[config.mk]
export PLATFORM = sky130hd
export DESIGN_NAME = sorted_insert_priority_queue
export DESIGN_NICKNAME = d
export VERILOG_FILES = /design/src/rtl/spq_pkg.sv /design/src/rtl/spq_ram.sv /design/src/rtl/spq_datapath.sv /design/src/rtl/spq_ctrl.sv /design/src/rtl/sorted_insert_priority_queue.sv
export SDC_FILE = /design/constraint.sdc
export NUM_CORES = 1
export LEC_CHECK = 0
export BUFFER_PORTS_ARGS = -buffer_cell sky130_fd_sc_hd__buf_2
export CAP_MARGIN = 20
export CORE_UTILIZATION = 38
export CTS_BUF_LIST = sky130_fd_sc_hd__clkbuf_4 sky130_fd_sc_hd__clkbuf_8
export DETAILED_ROUTE_END_ITERATION = 6
export PLACE_DENSITY = 0.56
export SYNTH_ARGS = -nofsm -noshare
export SYNTH_HDL_FRONTEND = slang
export SYNTH_SLANG_ARGS = --single-unit
[constraint.sdc]
create_clock -name i_clk -period 11.4 [get_ports i_clk]
set_clock_uncertainty 0.15 [all_clocks]
set_input_delay 2.28 -clock i_clk [delete_from_list [all_inputs] [get_ports i_clk]]
set_output_delay 2.28 -clock i_clk [all_outputs]
set_load 0.01 [all_outputs]
[src/rtl/spq_pkg.sv]
package spq_pkg;

    localparam int KEY_BITS     = 10;
    localparam int PAYLOAD_BITS = 32;
    localparam int RANK_BITS    = 4;
    localparam int COUNT_BITS   = 5;
    localparam int STATUS_BITS  = 2;
    localparam int ENTRY_BITS   = KEY_BITS + PAYLOAD_BITS;

    localparam int DEPTH_DEFAULT = 16;

    // stream packing, lowest field first, padded to whole bytes
    localparam int S_TDATA_BITS = ((KEY_BITS + PAYLOAD_BITS + RANK_BITS + 7) / 8) * 8;
    localparam int M_TDATA_BITS = ((KEY_BITS + PAYLOAD_BITS + COUNT_BITS + 7) / 8) * 8;

    typedef enum logic {
        OP_INSERT = 1'b0,
        OP_READ   = 1'b1
    } t_op;

    typedef enum logic [STATUS_BITS-1:0] {
        ST_INSERTED = 2'd0,
        ST_FULL     = 2'd1,
        ST_READ_OK  = 2'd2,
        ST_RANK_BAD = 2'd3
    } t_status;

    // controller -> datapath
    typedef struct packed {
        logic    load_in;
        logic    init_pos;
        logic    rd_rank;
        logic    dec_pos;
        logic    wr_shift;
        logic    wr_new;
        logic    inc_count;
        logic    set_status;
        t_status status;
        logic    capture_rd;
        logic    load_out;
    } t_cmd;

    // datapath -> controller
    typedef struct packed {
        logic op_read;
        logic full;
        logic pos_zero;
        logic key_gt;
        logic rank_ok;
    } t_stat;

endpackage

[src/rtl/spq_ram.sv]
module spq_ram #(
    parameter int WIDTH = 8,
    parameter int DEPTH = 16
) (
    input  logic                     i_clk,
    input  logic                     i_we,
    input  logic [$clog2(DEPTH)-1:0] i_waddr,
    input  logic [WIDTH-1:0]         i_wdata,
    input  logic [$clog2(DEPTH)-1:0] i_raddr,
    output logic [WIDTH-1:0]         o_rdata
);

    logic [WIDTH-1:0] r_mem [DEPTH];
    logic [WIDTH-1:0] r_rdata;

    always_ff @(posedge i_clk) begin
        if (i_we) begin
            r_mem[i_waddr] <= i_wdata;
        end
        r_rdata <= r_mem[i_raddr];
    end

    assign o_rdata = r_rdata;

endmodule

[src/rtl/spq_datapath.sv]
module spq_datapath #(
    parameter int DEPTH = spq_pkg::DEPTH_DEFAULT
) (
    input  logic                             i_clk,
    input  logic                             i_rst_n,
    input  spq_pkg::t_cmd                    i_cmd,
    output spq_pkg::t_stat                   o_stat,
    input  logic                             i_op,
    input  logic [spq_pkg::KEY_BITS-1:0]     i_key,
    input  logic [spq_pkg::PAYLOAD_BITS-1:0] i_payload,
    input  logic [spq_pkg::RANK_BITS-1:0]    i_rank,
    output logic [spq_pkg::STATUS_BITS-1:0]  o_status,
    output logic [spq_pkg::KEY_BITS-1:0]     o_read_key,
    output logic [spq_pkg::PAYLOAD_BITS-1:0] o_read_payload,
    output logic [spq_pkg::COUNT_BITS-1:0]   o_count
);
    import spq_pkg::*;

    localparam int AW  = $clog2(DEPTH);
    localparam int CW  = $clog2(DEPTH + 1);
    localparam int RW  = (AW > RANK_BITS) ? AW : RANK_BITS;
    localparam int KW  = (CW > RANK_BITS) ? CW : RANK_BITS;
    localparam int XW  = (CW > COUNT_BITS) ? CW : COUNT_BITS;

    logic                    r_op;
    logic [KEY_BITS-1:0]     r_key;
    logic [PAYLOAD_BITS-1:0] r_payload;
    logic [RANK_BITS-1:0]    r_rank;
    logic [CW-1:0]           r_pos;
    logic [CW-1:0]           r_count;
    t_status                 r_status;
    logic [KEY_BITS-1:0]     r_rd_key;
    logic [PAYLOAD_BITS-1:0] r_rd_payload;

    logic [STATUS_BITS-1:0]  r_out_status;
    logic [KEY_BITS-1:0]     r_out_key;
    logic [PAYLOAD_BITS-1:0] r_out_payload;
    logic [COUNT_BITS-1:0]   r_out_count;

    logic [ENTRY_BITS-1:0]   w_rdata;
    logic [ENTRY_BITS-1:0]   w_wdata;
    logic [AW-1:0]           w_raddr;
    logic [CW-1:0]           w_pos_m1;
    logic [RW-1:0]           w_rank_a;
    logic [KW-1:0]           w_rank_k;
    logic [KW-1:0]           w_count_k;
    logic [XW-1:0]           w_count_x;
    logic [KEY_BITS-1:0]     w_rkey;

    assign w_pos_m1  = r_pos - CW'(1);
    assign w_rank_a  = RW'(r_rank);
    assign w_rank_k  = KW'(r_rank);
    assign w_count_k = KW'(r_count);
    assign w_count_x = XW'(r_count);
    assign w_rkey    = w_rdata[ENTRY_BITS-1:PAYLOAD_BITS];

    // entries are stored as {key, payload}
    assign w_raddr = i_cmd.rd_rank ? w_rank_a[AW-1:0] : w_pos_m1[AW-1:0];
    assign w_wdata = i_cmd.wr_new ? {r_key, r_payload} : w_rdata;

    spq_ram #(
        .WIDTH (ENTRY_BITS),
        .DEPTH (DEPTH)
    ) u_ram (
        .i_clk   (i_clk),
        .i_we    (i_cmd.wr_shift | i_cmd.wr_new),
        .i_waddr (r_pos[AW-1:0]),
        .i_wdata (w_wdata),
        .i_raddr (w_raddr),
        .o_rdata (w_rdata)
    );

    assign o_stat.op_read  = (r_op == OP_READ);
    assign o_stat.full     = (r_count >= CW'(DEPTH));
    assign o_stat.pos_zero = (r_pos == '0);
    assign o_stat.key_gt   = (r_key > w_rkey);
    assign o_stat.rank_ok  = (w_rank_k < w_count_k);

    always_ff @(posedge i_clk) begin
        if (!i_rst_n) begin
            r_count <= '0;
        end else if (i_cmd.inc_count) begin
            r_count <= r_count + CW'(1);
        end
    end

    always_ff @(posedge i_clk) begin
        if (i_cmd.load_in) begin
            r_op      <= i_op;
            r_key     <= i_key;
            r_payload <= i_payload;
            r_rank    <= i_rank;
        end
        if (i_cmd.init_pos) begin
            r_pos <= r_count;
        end else if (i_cmd.dec_pos) begin
            r_pos <= w_pos_m1;
        end
        if (i_cmd.set_status) begin
            r_status <= i_cmd.status;
        end
        if (i_cmd.capture_rd) begin
            r_rd_key     <= w_rkey;
            r_rd_payload <= w_rdata[PAYLOAD_BITS-1:0];
        end
        if (i_cmd.load_out) begin
            r_out_status <= r_status;
            r_out_count  <= w_count_x[COUNT_BITS-1:0];
            if (r_status == ST_READ_OK) begin
                r_out_key     <= r_rd_key;
                r_out_payload <= r_rd_payload;
            end else begin
                r_out_key     <= '0;
                r_out_payload <= '0;
            end
        end
    end

    assign o_status       = r_out_status;
    assign o_read_key     = r_out_key;
    assign o_read_payload = r_out_payload;
    assign o_count        = r_out_count;

endmodule

[src/rtl/spq_ctrl.sv]
module spq_ctrl (
    input  logic           i_clk,
    input  logic           i_rst_n,
    input  logic           i_in_valid,
    output logic           o_in_ready,
    output logic           o_out_valid,
    input  logic           i_out_ready,
    input  spq_pkg::t_stat i_stat,
    output spq_pkg::t_cmd  o_cmd
);
    import spq_pkg::*;

    typedef enum logic [5:0] {
        S_IDLE     = 6'b000001,
        S_DECODE   = 6'b000010,
        S_SCAN_RD  = 6'b000100,
        S_SCAN_CMP = 6'b001000,
        S_READ_RD  = 6'b010000,
        S_DONE     = 6'b100000
    } t_state;

    t_state r_state;
    t_state n_state;
    logic   r_out_valid;
    logic   n_out_valid;
    logic   w_slot_free;

    assign w_slot_free = !r_out_valid || i_out_ready;
    assign o_in_ready  = (r_state == S_IDLE);
    assign o_out_valid = r_out_valid;

    always_comb begin
        n_state = r_state;
        o_cmd   = '0;
        o_cmd.status = ST_INSERTED;
        unique case (r_state)
            S_IDLE: begin
                if (i_in_valid) begin
                    o_cmd.load_in = 1'b1;
                    n_state = S_DECODE;
                end
            end
            S_DECODE: begin
                if (i_stat.op_read) begin
                    if (i_stat.rank_ok) begin
                        o_cmd.rd_rank = 1'b1;
                        n_state = S_READ_RD;
                    end else begin
                        o_cmd.set_status = 1'b1;
                        o_cmd.status     = ST_RANK_BAD;
                        n_state = S_DONE;
                    end
                end else if (i_stat.full) begin
                    o_cmd.set_status = 1'b1;
                    o_cmd.status     = ST_FULL;
                    n_state = S_DONE;
                end else begin
                    o_cmd.init_pos = 1'b1;
                    n_state = S_SCAN_RD;
                end
            end
            S_SCAN_RD: begin
                // read address is pos-1 by default
                if (i_stat.pos_zero) begin
                    o_cmd.wr_new     = 1'b1;
                    o_cmd.inc_count  = 1'b1;
                    o_cmd.set_status = 1'b1;
                    o_cmd.status     = ST_INSERTED;
                    n_state = S_DONE;
                end else begin
                    n_state = S_SCAN_CMP;
                end
            end
            S_SCAN_CMP: begin
                if (i_stat.key_gt) begin
                    o_cmd.wr_shift = 1'b1;
                    o_cmd.dec_pos  = 1'b1;
                    n_state = S_SCAN_RD;
                end else begin
                    o_cmd.wr_new     = 1'b1;
                    o_cmd.inc_count  = 1'b1;
                    o_cmd.set_status = 1'b1;
                    o_cmd.status     = ST_INSERTED;
                    n_state = S_DONE;
                end
            end
            S_READ_RD: begin
                o_cmd.capture_rd = 1'b1;
                o_cmd.set_status = 1'b1;
                o_cmd.status     = ST_READ_OK;
                n_state = S_DONE;
            end
            S_DONE: begin
                if (w_slot_free) begin
                    o_cmd.load_out = 1'b1;
                    n_state = S_IDLE;
                end
            end
            default: begin
                n_state = S_IDLE;
            end
        endcase
    end

    always_comb begin
        n_out_valid = r_out_valid;
        if (o_cmd.load_out) begin
            n_out_valid = 1'b1;
        end else if (i_out_ready) begin
            n_out_valid = 1'b0;
        end
    end

    always_ff @(posedge i_clk) begin
        if (!i_rst_n) begin
            r_state     <= S_IDLE;
            r_out_valid <= 1'b0;
        end else begin
            r_state     <= n_state;
            r_out_valid <= n_out_valid;
        end
    end

endmodule

[src/rtl/sorted_insert_priority_queue.sv]
// sorted insertion priority queue
//
// keeps up to DEPTH entries (key + payload) in descending key order; equal keys
// stay in arrival order. entries are never removed.
// input stream: tuser carries the op (insert or read at rank), tdata carries
// key, payload and rank. output stream: one result transfer per input transfer,
// tuser carries the status, tdata the read key, read payload and entry count.
// an insert walks up from the tail of the entry ram, one entry moved per step
// (registered read in S_SCAN_RD, then compare and write in S_SCAN_CMP).
// this read/compare/write step of the single-port-pair ram sets the insert rate;
// one item is in flight at a time and s_axis_tready is high only while the
// controller is idle.
// results sit in an output register: the next item is taken while a result
// waits, and that item's result is held back while m_axis_tready stays low.
// synchronous reset empties the queue (count back to zero) and drops any
// pending result; ram contents are left as they are
module sorted_insert_priority_queue #(
    parameter int DEPTH = spq_pkg::DEPTH_DEFAULT
) (
    input  logic                             i_clk,
    input  logic                             i_rst_n,
    // input stream
    input  logic                             s_axis_tvalid,
    output logic                             s_axis_tready,
    input  logic [spq_pkg::S_TDATA_BITS-1:0] s_axis_tdata,  // key, payload, rank, zero pad
    input  logic                             s_axis_tuser,  // op
    // result stream
    output logic                             m_axis_tvalid,
    input  logic                             m_axis_tready,
    output logic [spq_pkg::M_TDATA_BITS-1:0] m_axis_tdata,  // read_key, read_payload, count, pad
    output logic [spq_pkg::STATUS_BITS-1:0]  m_axis_tuser   // status
);
    import spq_pkg::*;

    localparam int RANK_LO  = KEY_BITS + PAYLOAD_BITS;
    localparam int S_USED   = RANK_LO + RANK_BITS;
    localparam int M_USED   = KEY_BITS + PAYLOAD_BITS + COUNT_BITS;

    t_cmd                    w_cmd;
    t_stat                   w_stat;
    logic [KEY_BITS-1:0]     w_read_key;
    logic [PAYLOAD_BITS-1:0] w_read_payload;
    logic [COUNT_BITS-1:0]   w_count;

    // control: handshakes and sequencing of the insert walk
    spq_ctrl u_ctrl (
        .i_clk       (i_clk),
        .i_rst_n     (i_rst_n),
        .i_in_valid  (s_axis_tvalid),
        .o_in_ready  (s_axis_tready),
        .o_out_valid (m_axis_tvalid),
        .i_out_ready (m_axis_tready),
        .i_stat      (w_stat),
        .o_cmd       (w_cmd)
    );

    // storage, position counter, compare and result register
    spq_datapath #(
        .DEPTH (DEPTH)
    ) u_dp (
        .i_clk          (i_clk),
        .i_rst_n        (i_rst_n),
        .i_cmd          (w_cmd),
        .o_stat         (w_stat),
        .i_op           (s_axis_tuser),
        .i_key          (s_axis_tdata[KEY_BITS-1:0]),
        .i_payload      (s_axis_tdata[RANK_LO-1:KEY_BITS]),
        .i_rank         (s_axis_tdata[S_USED-1:RANK_LO]),
        .o_status       (m_axis_tuser),
        .o_read_key     (w_read_key),
        .o_read_payload (w_read_payload),
        .o_count        (w_count)
    );

    // result packing, lowest field first
    assign m_axis_tdata = {{(M_TDATA_BITS - M_USED){1'b0}}, w_count, w_read_payload, w_read_key};

endmodule

## Yosys cells after proc, flatten, opt, wreduce, memory -nomap -nowiden

Memories as Yosys holds them, arrays and structs flattened. A register that Yosys moved wholly into a read port is not among the register bits.
Cells that the tools add are included.

- Register bits after elaboration: 157
- Memory bits (writable): 672
- Input bits: 53
- Output and inout port bits: 52
- Word-level logic and storage cells: 72
- Memories kept: 1

Memory list:

| memory | depth | bits a word | read ports | clocked after memory_dff | wr ports | line | RTL |
|---|---|---|---|---|---|---|---|
| u_dp.u_ram.r_mem | 16 | 42 | 1 | 1 | 1 | spq_ram.sv:13 | `logic [WIDTH-1:0] r_mem [DEPTH];` |

- Add/subtract/negate cells: 2
- Order comparisons: 3
- Equal/unequal tests: 9
- Multiplexer cells: 35
- Bitwise logic cells: 1
- Reduce and logical (&&, ||, !) cells: 6

Operators by type and width:

| kind | number |
|---|---|
| 2-to-1 mux 42 bit | 1 |
| 2-to-1 mux 6 bit | 7 |
| case mux 6 bit (6 select lines) | 1 |
| 2-to-1 mux 5 bit | 4 |
| 2-to-1 mux 1 bit | 13 |
| case mux 3 bit (4 select lines) | 1 |
| greater-than comparator 10 bit | 1 |
| 2-to-1 mux 3 bit | 3 |
| equality test 6 x 1 -> 1 bit, second input constant | 1 |
| equality test 6 x 2 -> 1 bit, second input constant | 1 |
| equality test 6 x 3 -> 1 bit, second input constant | 1 |
| equality test 6 x 4 -> 1 bit, second input constant | 1 |
| equality test 6 x 5 -> 1 bit, second input constant | 1 |
| equality test 6 bit, second input constant | 1 |
| 2-to-1 mux 2 bit | 3 |
| adder 5 x 1 -> 5 bit, second input constant | 1 |
| >= comparator 5 bit, second input constant | 1 |
| zero test 5 bit | 1 |
| less-than comparator 4 x 5 -> 1 bit | 1 |
| subtractor 5 x 1 -> 5 bit, second input constant | 1 |
| 2-to-1 mux 4 bit | 1 |
| case mux 2 bit (2 select lines) | 1 |
| nonzero test 2 bit | 2 |
| equality test 2 bit, second input constant | 1 |
| 6 further kinds | 6 |

## Longest topological paths before layout

Gate-level depths: netlist (run 1).

- Word-level depth: 6
- Gate-level depth with buffers: 12
- Gate-level depth less buffers: 8

## Hierarchy

Synthesis (run 1) repeated with hierarchy kept, for this count alone.

- Cell total of the unflattened synthesis: 1488
- Area total of the unflattened synthesis: 32371.0 um2

Modules (own cells, without submodules):

| module | times used | cells an instance | area an instance (um2) | seq. area each (um2) |
|---|---|---|---|---|
| spq_ram | 1 | 1092 | 26058.7 | 21020.2 |
| spq_datapath | 1 | 345 | 5865.6 | 4454.3 |
| spq_ctrl | 1 | 49 | 435.4 | 140.1 |
| sorted_insert_priority_queue | 1 | 2 | 11.3 | 0.0 |

## Worst setup path before layout (run 1)

No wires, ideal clock.

- Path type: register to register
- Start point: reg u_dp.r_pos[0]
- End point: mem u_dp.u_ram.r_mem[3][0] (netlist bit) (enable)
- Setup time: 0.494 ns
- Arrival time: 4.972 ns
- Required time: 10.756 ns
- Path slack: 5.784 ns
- Cell stages (with the launch flop): 11
- Buffers on the path: 3
- Clock period less this slack: 5.616 ns
- Path through: edfxtp_1 inv_1 clkbuf_1 clkbuf_1 ha_1 nand2_1 or3_1 buf_2 nand2_1 nand2_1 nor3_1

- Word-level cells in the longest chain between the ends: 6

Ends and longest elaborated chain:

| element | line | RTL |
|---|---|---|
| start, declared | spq_datapath.sv:29 | `logic [CW-1:0] r_pos;` |
| start signal, assigned | spq_datapath.sv:95 | `r_pos <= r_count;` |
| start signal, assigned | spq_datapath.sv:97 | `r_pos <= w_pos_m1;` |
| zero test 5 bit | spq_datapath.sv:75 | `assign o_stat.pos_zero = (r_pos == '0);` |
| 2-to-1 mux 5 bit | spq_ctrl.sv:64 | `if (i_stat.pos_zero) begin` |
| case mux 2 bit (2 select lines) | spq_ctrl.sv:36 | `unique case (r_state)` |
| bitwise OR 1 bit | spq_datapath.sv:66 | `.i_we (i_cmd.wr_shift \| i_cmd.wr_new),` |
| 2-to-1 mux 1 bit | spq_ram.sv:17 | `if (i_we) begin` |
| 2-to-1 mux 1 bit (not written as such) | spq_ram.sv:18 | `r_mem[i_waddr] <= i_wdata;` |
| end, declared | spq_ram.sv:13 |  |

Several ways; a longest one is shown, not always the timed one.

## Worst setup path in the final report (run 1)

- Start point: reg u_dp.r_rank[1]
- End point: reg u_dp.u_ram.r_rdata[22] (netlist: u_dp.u_ram.o_rdata[22]), read port of u_dp.u_ram.r_mem

- Word-level cells in the longest chain between the ends: 5

Ends and longest elaborated chain:

| element | line | RTL |
|---|---|---|
| start, declared | spq_datapath.sv:28 | `logic [RANK_BITS-1:0] r_rank;` |
| start signal, assigned | spq_datapath.sv:92 | `r_rank <= i_rank;` |
| less-than comparator 4 x 5 -> 1 bit | spq_datapath.sv:77 | `assign o_stat.rank_ok = (w_rank_k < w_count_k);` |
| 2-to-1 mux 1 bit | spq_ctrl.sv:45 | `if (i_stat.rank_ok) begin` |
| 2-to-1 mux 1 bit | spq_ctrl.sv:44 | `if (i_stat.op_read) begin` |
| 2-to-1 mux 2 bit | spq_ctrl.sv:36 |  |
| 2-to-1 mux 4 bit (*) | spq_datapath.sv:58 | `assign w_raddr = i_cmd.rd_rank ? w_rank_a[AW-1:0] : w_pos_m1[AW-1:0];` |
| end, declared | spq_ram.sv:14 | `logic [WIDTH-1:0] r_rdata;` |

Mark *: on every way between the ends. The rest lies on a longest branch, timed or not.
A chain may end at the register's enable or synchronous reset.

==> flow_metrics.py, run 1 <==
metrics = {
    "run_status": {
        "run_status": "complete, no violations",
    },
    "finish": {
        "final-instance-count-excl-fill": 4509,
        "final_design_area_no_fill_um2": 43700,
        "area_occupied_by_multi_input_gates_um2": 12100,
        "synthToLayoutAreaGrowth_pct": 12.0,
        "seq_area_um2": 25600,
        "drive_above_1_share_pct": 15.9,
        "n_fill_cell": 9182,
        "finalNetCount": 3087,
        "postLayoutCoreUtil_pct": 42.9,
    },
    "cts": {
        "worstSkewPairLatency_ns": 0.80,
        "path_clk_slew_ns": 0.06,
        "clock_sinks": 871,
        "cts_hold_buf": 0,
        "cts-root-to-sink-buffers": 3,
        "post-cts-setup-buffer-count": 0,
        "ctsHtreeMaxLevel": 4,
        "cts_root_buf": "sky130_fd_sc_hd__clkbuf_8",
        "numCtsBuffers": 151,
        "cts_repair_resize_count": 0,
        "cts_tree": "built",
    },
    "placed_design": {
        "port_buffers": 101,
        "dpl.hpwl_um": 52700,
        "place_area_um2": 40500,
        "placedCellCount": 4228,
        "gp_congestion": 0.761,
    },
    "routing": {
        "antenna_violating_nets_post_route": 0,
        "drt_pass1_iterations": 5,
        "post_drt_wl_per_cell_um": 27.3,
        "route.vias.total": 28911,
        "via_per_inst": 6.41,
        "remaining_drc_errors": 0,
        "final_routed_wirelength_um": 123000,
        "drtIter0Drc": 3625,
    },
    "power_and_ir_drop": {
        "power.density_nw_per_um2": 158,
        "power.leakage_nw": 12.6,
        "ir_worst_vdd_uv": 106,
        "total_power_w": 0.00689,
    },
    "grt": {
        "antenna_found_initial": 1,
        "grt_start_max_net_pins": 243,
        "grt.total_usage_pct": 23.4,
        "grt_first_pass_wirelength_um": 183000,
        "grt_pass1_vias": 29507,
        "gr_overflow_total": 0,
    },
    "timing": {
        "max_freq_mhz": 207,
        "timing.final.max_slew_violations": 0,
        "grt_setup_unrepaired": "false",
        "hold_viol": 0,
        "final_min_period_over_clock_period_pct": 42.4,
        "timing.setup.tns_ns": 0,
        "slew-limit-headroom_pct": 11.6,
        "setup_viol_count_final": 0,
        "post-route-min-period_ns": 4.84,
        "worst-slew-pin-transition_ns": 1.33,
    },
    "worst_setup_path": {
        "critical_path.max_fanout": 94,
        "cp.arrival_ns": 5.33,
        "critical_path_required_ns": 11.89,
        "critical_path.endpoint_type": "register",
        "worstSetupPathType": "register to register",
        "setup_slack_of_the_worst_register_to_register_path_ns": 6.56,
        "startpoint_type": "register",
    },
    "synthesis": {
        "synth_top_cells_by_area": "sky130_fd_sc_hd__edfxtp_1, sky130_fd_sc_hd__o211ai_1, sky130_fd_sc_hd__nand3_1",
        "asyncSetResetFlopFracSynth_pct": 0,
        "post-synth-top-area-cell": "sky130_fd_sc_hd__edfxtp_1",
        "post_synth_instance_area_um2": 39000,
        "synthCells": 3052,
        "synth_seq_area_share_pct": 65.7,
        "netlist-cell-type-count": 56,
        "yosys_most_used_dff": "sky130_fd_sc_hd__edfxtp_1",
        "yosys.area.top_type_share_pct": 62.9,
        "number_of_warnings_issued_by_yosys": 0,
        "synth_seq_cells": 871,
        "synth_edf_count": 817,
        "syn_area_per_cell_um2": 12.8,
        "syn_nets": 3124,
    },
    "floorplan": {
        "initial_core_utilization_pct": 38.3,
        "chipWidth_um": 322,
        "die_h_um": 322,
        "placement_rows": 117,
        "placeableCoreArea_um2": 102000,
        "floorplan.io_pins": 105,
        "fp.dieArea_um2": 104000,
    },
    "flow_run": {
        "drv.max_cap_violation_count": 0,
    },
    "min_path": {
        "hold_class": "register to register",
    },
}
report_power, final:
group	total (W)	internal (W)	switching, W
Sequential	0.00355	0.00353	0.0000233
Clock	0.00291	0.00162	0.00129
Combinational	0.000425	0.0000693	0.000356
routing by layer:
metal | global-route usage [%] | part of all wire, %
met3 | 4.18 | 8.2
met4 | 10.0 | 3.1
met5 | 0 | 0
met1 | 30.4 | 41
met2 | 38.3 | 48
state kept, by name, indices dropped and copies added (netlist names), 2 cells and up:
name,count
u_dp.r_rd_payload,32
u_dp.o_read_key,10
u_dp.r_rank,4
u_ctrl.r_state,6
u_dp.u_ram.o_rdata,42
u_dp.r_pos,5
u_dp.o_status,2
u_dp.o_read_payload,32
u_dp.r_status,2
u_dp.r_count,5
u_dp.o_count,5
u_dp.r_key,10
u_dp.r_rd_key,10
u_dp.u_ram.r_mem,672
u_dp.r_payload,32
final timing paths:
path	startpoint	cells past startpoint	end
setup / recovery	u_dp.r_rank[1]	9	u_dp.u_ram.o_rdata[22]
setup reg to reg	u_dp.r_rank[1]	9	u_dp.u_ram.o_rdata[22]
hold / removal	u_dp.u_ram.o_rdata[28]	0	u_dp.r_rd_payload[28]
hold reg to reg	u_dp.u_ram.o_rdata[28]	0	u_dp.r_rd_payload[28]
layout by cell type (no fill, tap or decap), types with 3 or more instances in the layout:
| cell | count |
|---|---|
| sky130_fd_sc_hd__edfxtp_1 | 817 |
| sky130_fd_sc_hd__buf_4 | 49 |
| sky130_fd_sc_hd__mux2_2 | 42 |
| sky130_fd_sc_hd__clkinv_1 | 24 |
| sky130_fd_sc_hd__xor2_1 | 3 |
| sky130_fd_sc_hd__clkbuf_8 | 168 |
| sky130_fd_sc_hd__o21ai_0 | 341 |
| sky130_fd_sc_hd__o211ai_1 | 676 |
| sky130_fd_sc_hd__clkbuf_4 | 61 |
| sky130_fd_sc_hd__buf_12 | 7 |
| sky130_fd_sc_hd__clkinvlp_4 | 7 |
| sky130_fd_sc_hd__nand4b_1 | 5 |
| sky130_fd_sc_hd__nor2_1 | 13 |
| sky130_fd_sc_hd__nand4_1 | 47 |
| sky130_fd_sc_hd__nand2b_1 | 6 |
| sky130_fd_sc_hd__nor3_2 | 4 |
| sky130_fd_sc_hd__inv_1 | 18 |
| sky130_fd_sc_hd__and2_1 | 44 |
| sky130_fd_sc_hd__bufinv_16 | 3 |
| sky130_fd_sc_hd__xnor2_1 | 3 |
| sky130_fd_sc_hd__nand2_1 | 14 |
| sky130_fd_sc_hd__nand3b_1 | 4 |
| sky130_fd_sc_hd__nand3_1 | 342 |
| sky130_fd_sc_hd__clkinv_2 | 11 |
| sky130_fd_sc_hd__mux2i_1 | 3 |
| sky130_fd_sc_hd__a221oi_4 | 4 |
| sky130_fd_sc_hd__a21o_1 | 5 |
| sky130_fd_sc_hd__buf_2 | 101 |
| sky130_fd_sc_hd__dfxtp_1 | 54 |
| sky130_fd_sc_hd__ha_1 | 19 |
| sky130_fd_sc_hd__nor3_1 | 6 |
| sky130_fd_sc_hd__a21oi_1 | 9 |
| sky130_fd_sc_hd__nor2_4 | 13 |
| sky130_fd_sc_hd__a22oi_2 | 4 |
| sky130_fd_sc_hd__a22oi_1 | 168 |
cells by family after synthesis:
kind of cell / share of synthesized area [%]
mux: 1.29
other cells: 0.00962
fa+ha+maj: 0.610
xor+xnor: 0.135
buf+inv: 3.72
simple gates: 7.05
compound gates: 21.5
flops: 65.7
layout make-up:
class                           instances  area share [%]
Clock inverter                         48           0.736
Multi-Input combinational cell       1813            27.8
Antenna cell                            2          0.0115
Inverter                               20           0.189
Sequential cell                       871            58.6
Tap cell                             1368            3.92
Clock buffer                          229            6.34
Timing Repair Buffer                  158            2.38
cells in the mapped netlist, types with 2 or more instances:
cell type	n
sky130_fd_sc_hd__o211ai_1	676
sky130_fd_sc_hd__o21ai_0	341
sky130_fd_sc_hd__a21o_1	5
sky130_fd_sc_hd__nand4b_1	5
sky130_fd_sc_hd__nor3_1	9
sky130_fd_sc_hd__nor2b_1	4
sky130_fd_sc_hd__mux2_2	42
sky130_fd_sc_hd__a21oi_1	11
sky130_fd_sc_hd__mux2i_1	3
sky130_fd_sc_hd__or3_1	2
sky130_fd_sc_hd__a22oi_2	2
sky130_fd_sc_hd__nand3b_1	4
sky130_fd_sc_hd__xnor2_1	3
sky130_fd_sc_hd__nor2_1	26
sky130_fd_sc_hd__clkbuf_1	278
sky130_fd_sc_hd__and2_1	45
sky130_fd_sc_hd__buf_2	49
sky130_fd_sc_hd__o2111ai_1	2
sky130_fd_sc_hd__nand4_1	47
sky130_fd_sc_hd__xor2_1	3
sky130_fd_sc_hd__a22oi_1	170
sky130_fd_sc_hd__ha_1	19
sky130_fd_sc_hd__edfxtp_1	817
sky130_fd_sc_hd__a221oi_2	3
sky130_fd_sc_hd__buf_1	19
sky130_fd_sc_hd__dfxtp_1	54
sky130_fd_sc_hd__buf_4	2
sky130_fd_sc_hd__or2_2	3
sky130_fd_sc_hd__a31oi_1	2
sky130_fd_sc_hd__nand3_1	342
sky130_fd_sc_hd__nand2_1	15
sky130_fd_sc_hd__nand2b_1	6
sky130_fd_sc_hd__inv_1	20
critical path, cell delays in order, from the launching register on:
cell                       delay [ns]
sky130_fd_sc_hd__edfxtp_1        0.59
sky130_fd_sc_hd__ha_1            0.38
sky130_fd_sc_hd__nand4b_1        0.22
sky130_fd_sc_hd__o22a_1          0.42
sky130_fd_sc_hd__a21oi_4         0.39
sky130_fd_sc_hd__buf_4           0.79
sky130_fd_sc_hd__buf_4           0.94
sky130_fd_sc_hd__o211ai_1        0.24
sky130_fd_sc_hd__a22oi_1         0.26
sky130_fd_sc_hd__nand4_1         0.15
stage by stage:
step	worst slack [ns]	hold slack [ns]
floorplan	5.78	0.254
global placement	6.03	0.264
detailed placement	5.89	0.268
CTS	5.89	0.283
global route	6.37	0.297
finish	6.56	0.283
Note: power is estimated with default switching activity, not from simulation.
==> run 2, diff against run 1 <==
PLACE_DENSITY = 0.58   (was 0.56)
clock period = 4.3 ns   (was 11.4 ns; I/O delays follow)
==> run 2 against run 1 <==
Against the previous run:
- final area up 1.5%
- via count up 0.48%
- wire length down 1.0%
- total power rose to 2.6 times the previous value
- critical path depth unchanged
- critical path type unchanged
- largest power group unchanged
==> flow_metrics.py, run 2 (synthesis gave the netlist of run 1 again) <==
metrics = {
    "run_status": {
        "run_status": "complete, no violations",
    },
    "timing": {
        "hold_viol": 0,
        "post-route-min-period_ns": 3.85,
        "timing.final.max_slew_violations": 0,
        "worst-slew-pin-transition_ns": 1.27,
        "final_min_period_over_clock_period_pct": 89.6,
        "grt_setup_unrepaired": "false",
        "slew-limit-headroom_pct": 15.3,
        "timing.setup.tns_ns": 0,
        "max_freq_mhz": 260,
        "setup_viol_count_final": 0,
    },
    "grt": {
        "grt_first_pass_wirelength_um": 181000,
        "antenna_found_initial": 2,
        "grt.total_usage_pct": 23.0,
        "gr_overflow_total": 0,
        "grt_start_max_net_pins": 257,
        "grt_pass1_vias": 29752,
    },
    "floorplan": {
        "placement_rows": 117,
        "initial_core_utilization_pct": 38.3,
        "floorplan.io_pins": 105,
        "chipWidth_um": 322,
        "die_h_um": 322,
        "fp.dieArea_um2": 104000,
        "placeableCoreArea_um2": 102000,
    },
    "power_and_ir_drop": {
        "intPower_w": 0.0137,
        "seqPwrFrac_pct": 52.0,
        "power.density_nw_per_um2": 409,
        "switchingPower_w": 0.00444,
        "ir_worst_vdd_uv": 272,
        "power_switching_share_pct": 24.5,
        "power.share.clock_pct": 41.5,
        "power.leakage_nw": 12.9,
        "power_share_of_the_combinational_group_pct": 6.5,
    },
    "finish": {
        "largest_register_ff_count": 672,
        "max_flop_register": "u_dp.u_ram.r_mem",
        "finalNetCount": 3111,
        "leading_cell_type_in_the_layout_fill_and_taps_excluded": "sky130_fd_sc_hd__edfxtp_1",
        "synthToLayoutAreaGrowth_pct": 13.8,
        "commonest_non_fill_non_tap_cells_in_the_layout": "sky130_fd_sc_hd__edfxtp_1, sky130_fd_sc_hd__o211ai_1, sky130_fd_sc_hd__nand3_1",
        "postLayoutCoreUtil_pct": 43.6,
        "drive_above_1_share_pct": 15.9,
    },
    "routing": {
        "antenna_violating_nets_post_route": 0,
        "via_per_inst": 6.41,
        "post_drt_wl_per_cell_um": 26.9,
        "route.met3.wl_um": 11400,
        "drtIter0Drc": 3411,
        "met2WireLength_um": 57400,
        "route.vias.total": 29051,
        "final_routed_wirelength_um": 122000,
        "remaining_drc_errors": 0,
        "drt_pass1_iterations": 5,
        "wl_met1_um": 49100,
        "top_layer": "met4",
    },
    "worst_setup_path": {
        "worstSetupPathType": "register to register",
        "critical_path.max_fanout": 15,
        "worstPathCellList": "inv_1 -> ha_1 -> a211oi_2 -> o22a_1 -> nand3_1 -> a22oi_2 -> buf_12 -> a22oi_1 -> nand4_1",
        "critical_path_required_ns": 4.90,
        "startpoint_type": "register",
        "cp.arrival_ns": 4.45,
        "setup_slack_of_the_worst_register_to_register_path_ns": 0.45,
        "critical-path-max-stage-delay_ns": 0.85,
        "slowest_stage": "sky130_fd_sc_hd__a22oi_2",
        "critical_path.endpoint_type": "register",
    },
    "flow_run": {
        "drv.max_cap_violation_count": 0,
    },
    "min_path": {
        "hold_class": "primary input to register",
    },
    "placed_design": {
        "dpl.hpwl_um": 55600,
        "port_buffers": 101,
        "gp_congestion": 0.811,
    },
    "cts": {
        "cts-root-to-sink-buffers": 3,
        "numCtsBuffers": 152,
        "worstSkewPairLatency_ns": 0.83,
        "cts_root_buf": "sky130_fd_sc_hd__clkbuf_8",
        "ctsHtreeMaxLevel": 4,
        "cts_tree": "built",
        "clock_sinks": 871,
        "path_clk_slew_ns": 0.06,
    },
}
## run 2: cell count changes in the layout (fill, tap and decap cells not counted), moves of 4 or more
cell	change
sky130_fd_sc_hd__clkinvlp_4	-4
sky130_fd_sc_hd__buf_12	+44
sky130_fd_sc_hd__clkinv_1	+6
sky130_fd_sc_hd__clkbuf_8	-6
sky130_fd_sc_hd__inv_6	+4
sky130_fd_sc_hd__dlygate4sd3_1	+11
sky130_fd_sc_hd__buf_4	-31
## run 2: power groups by stage
| stage | Clock [W] | Sequential [W] | Combinational [W] |
|---|---|---|---|
| after global routing | 0.00806 | 0.00943 | 0.00124 |
| after floorplan | 0 | 0.00956 | 0.000724 |
| final | 0.00752 | 0.00943 | 0.00118 |
| after global placement | 0 | 0.00960 | 0.00110 |
| after detailed placement | 0 | 0.00960 | 0.00114 |
| after CTS | 0.00768 | 0.00943 | 0.00115 |
## run 2: worst paths after layout
path,start,end,depth (start not counted)
setup reg to reg,u_dp.r_count[2],u_dp.u_ram.o_rdata[15],9
hold reg to reg,u_dp.u_ram.o_rdata[2],u_dp.r_rd_payload[2],0
setup / recovery,u_dp.r_count[2],u_dp.u_ram.o_rdata[15],9
hold / removal,s_axis_tdata[27],u_dp.r_payload[17],1
## run 2: critical path, delay by kind of cell, from the launching register on
| kind | cells | cell delay, ns |
|---|---|---|
| AO/OA/AOI/OAI | 4 | 2.00 |
| buffers and inverters | 2 | 0.35 |
| adder cells (fa/ha/maj) | 1 | 0.34 |
| AND/OR/NAND/NOR | 2 | 0.41 |
| flip-flops | 1 | 0.51 |
## run 2: layer usage
layer  global-route usage [%]  vias to the layer above
met5                        0                        -
met4                     10.0                        0
met3                     4.65                      302
met2                     37.2                     1684
met1                     29.9                    14658
li1                         -                    12407
## run 2: through the flow
| step | setup slack (ns) | hold WS [ns] | std cells | instance area, um^2 | power (W) |
|---|---|---|---|---|---|
| 2_1_floorplan | -0.211 | 0.254 | 3052 | 39000 | 0.0103 |
| 3_3_place_gp | 0.652 | 0.260 | 4242 | 41200 | 0.0107 |
| 3_5_place_dp | 0.539 | 0.265 | 4242 | 41200 | 0.0107 |
| 4_1_cts | 0.487 | 0.000148 | 4529 | 44400 | 0.0183 |
| 5_1_grt | 0.317 | 0.0109 | 4530 | 44400 | 0.0187 |
| 6_report | 0.448 | 0.0667 | 4530 | 44400 | 0.0181 |
## run 2: final cells by class
class | count | area [um^2]
Sequential cell | 871 | 25600
Clock buffer | 224 | 2700
Timing Repair Buffer | 181 | 1770
Clock inverter | 52 | 314
Tap cell | 1368 | 1710
Fill cell | 9146 | 57400
Multi-Input combinational cell | 1813 | 12200
Antenna cell | 1 | 2.50
Inverter | 20 | 82.6
## run 2: what timing repair did
item	in CTS	in global routing
buffers inserted	0	0
gates resized for setup	0	0
hold buffers	11	0
hold endpoints to repair	11	0
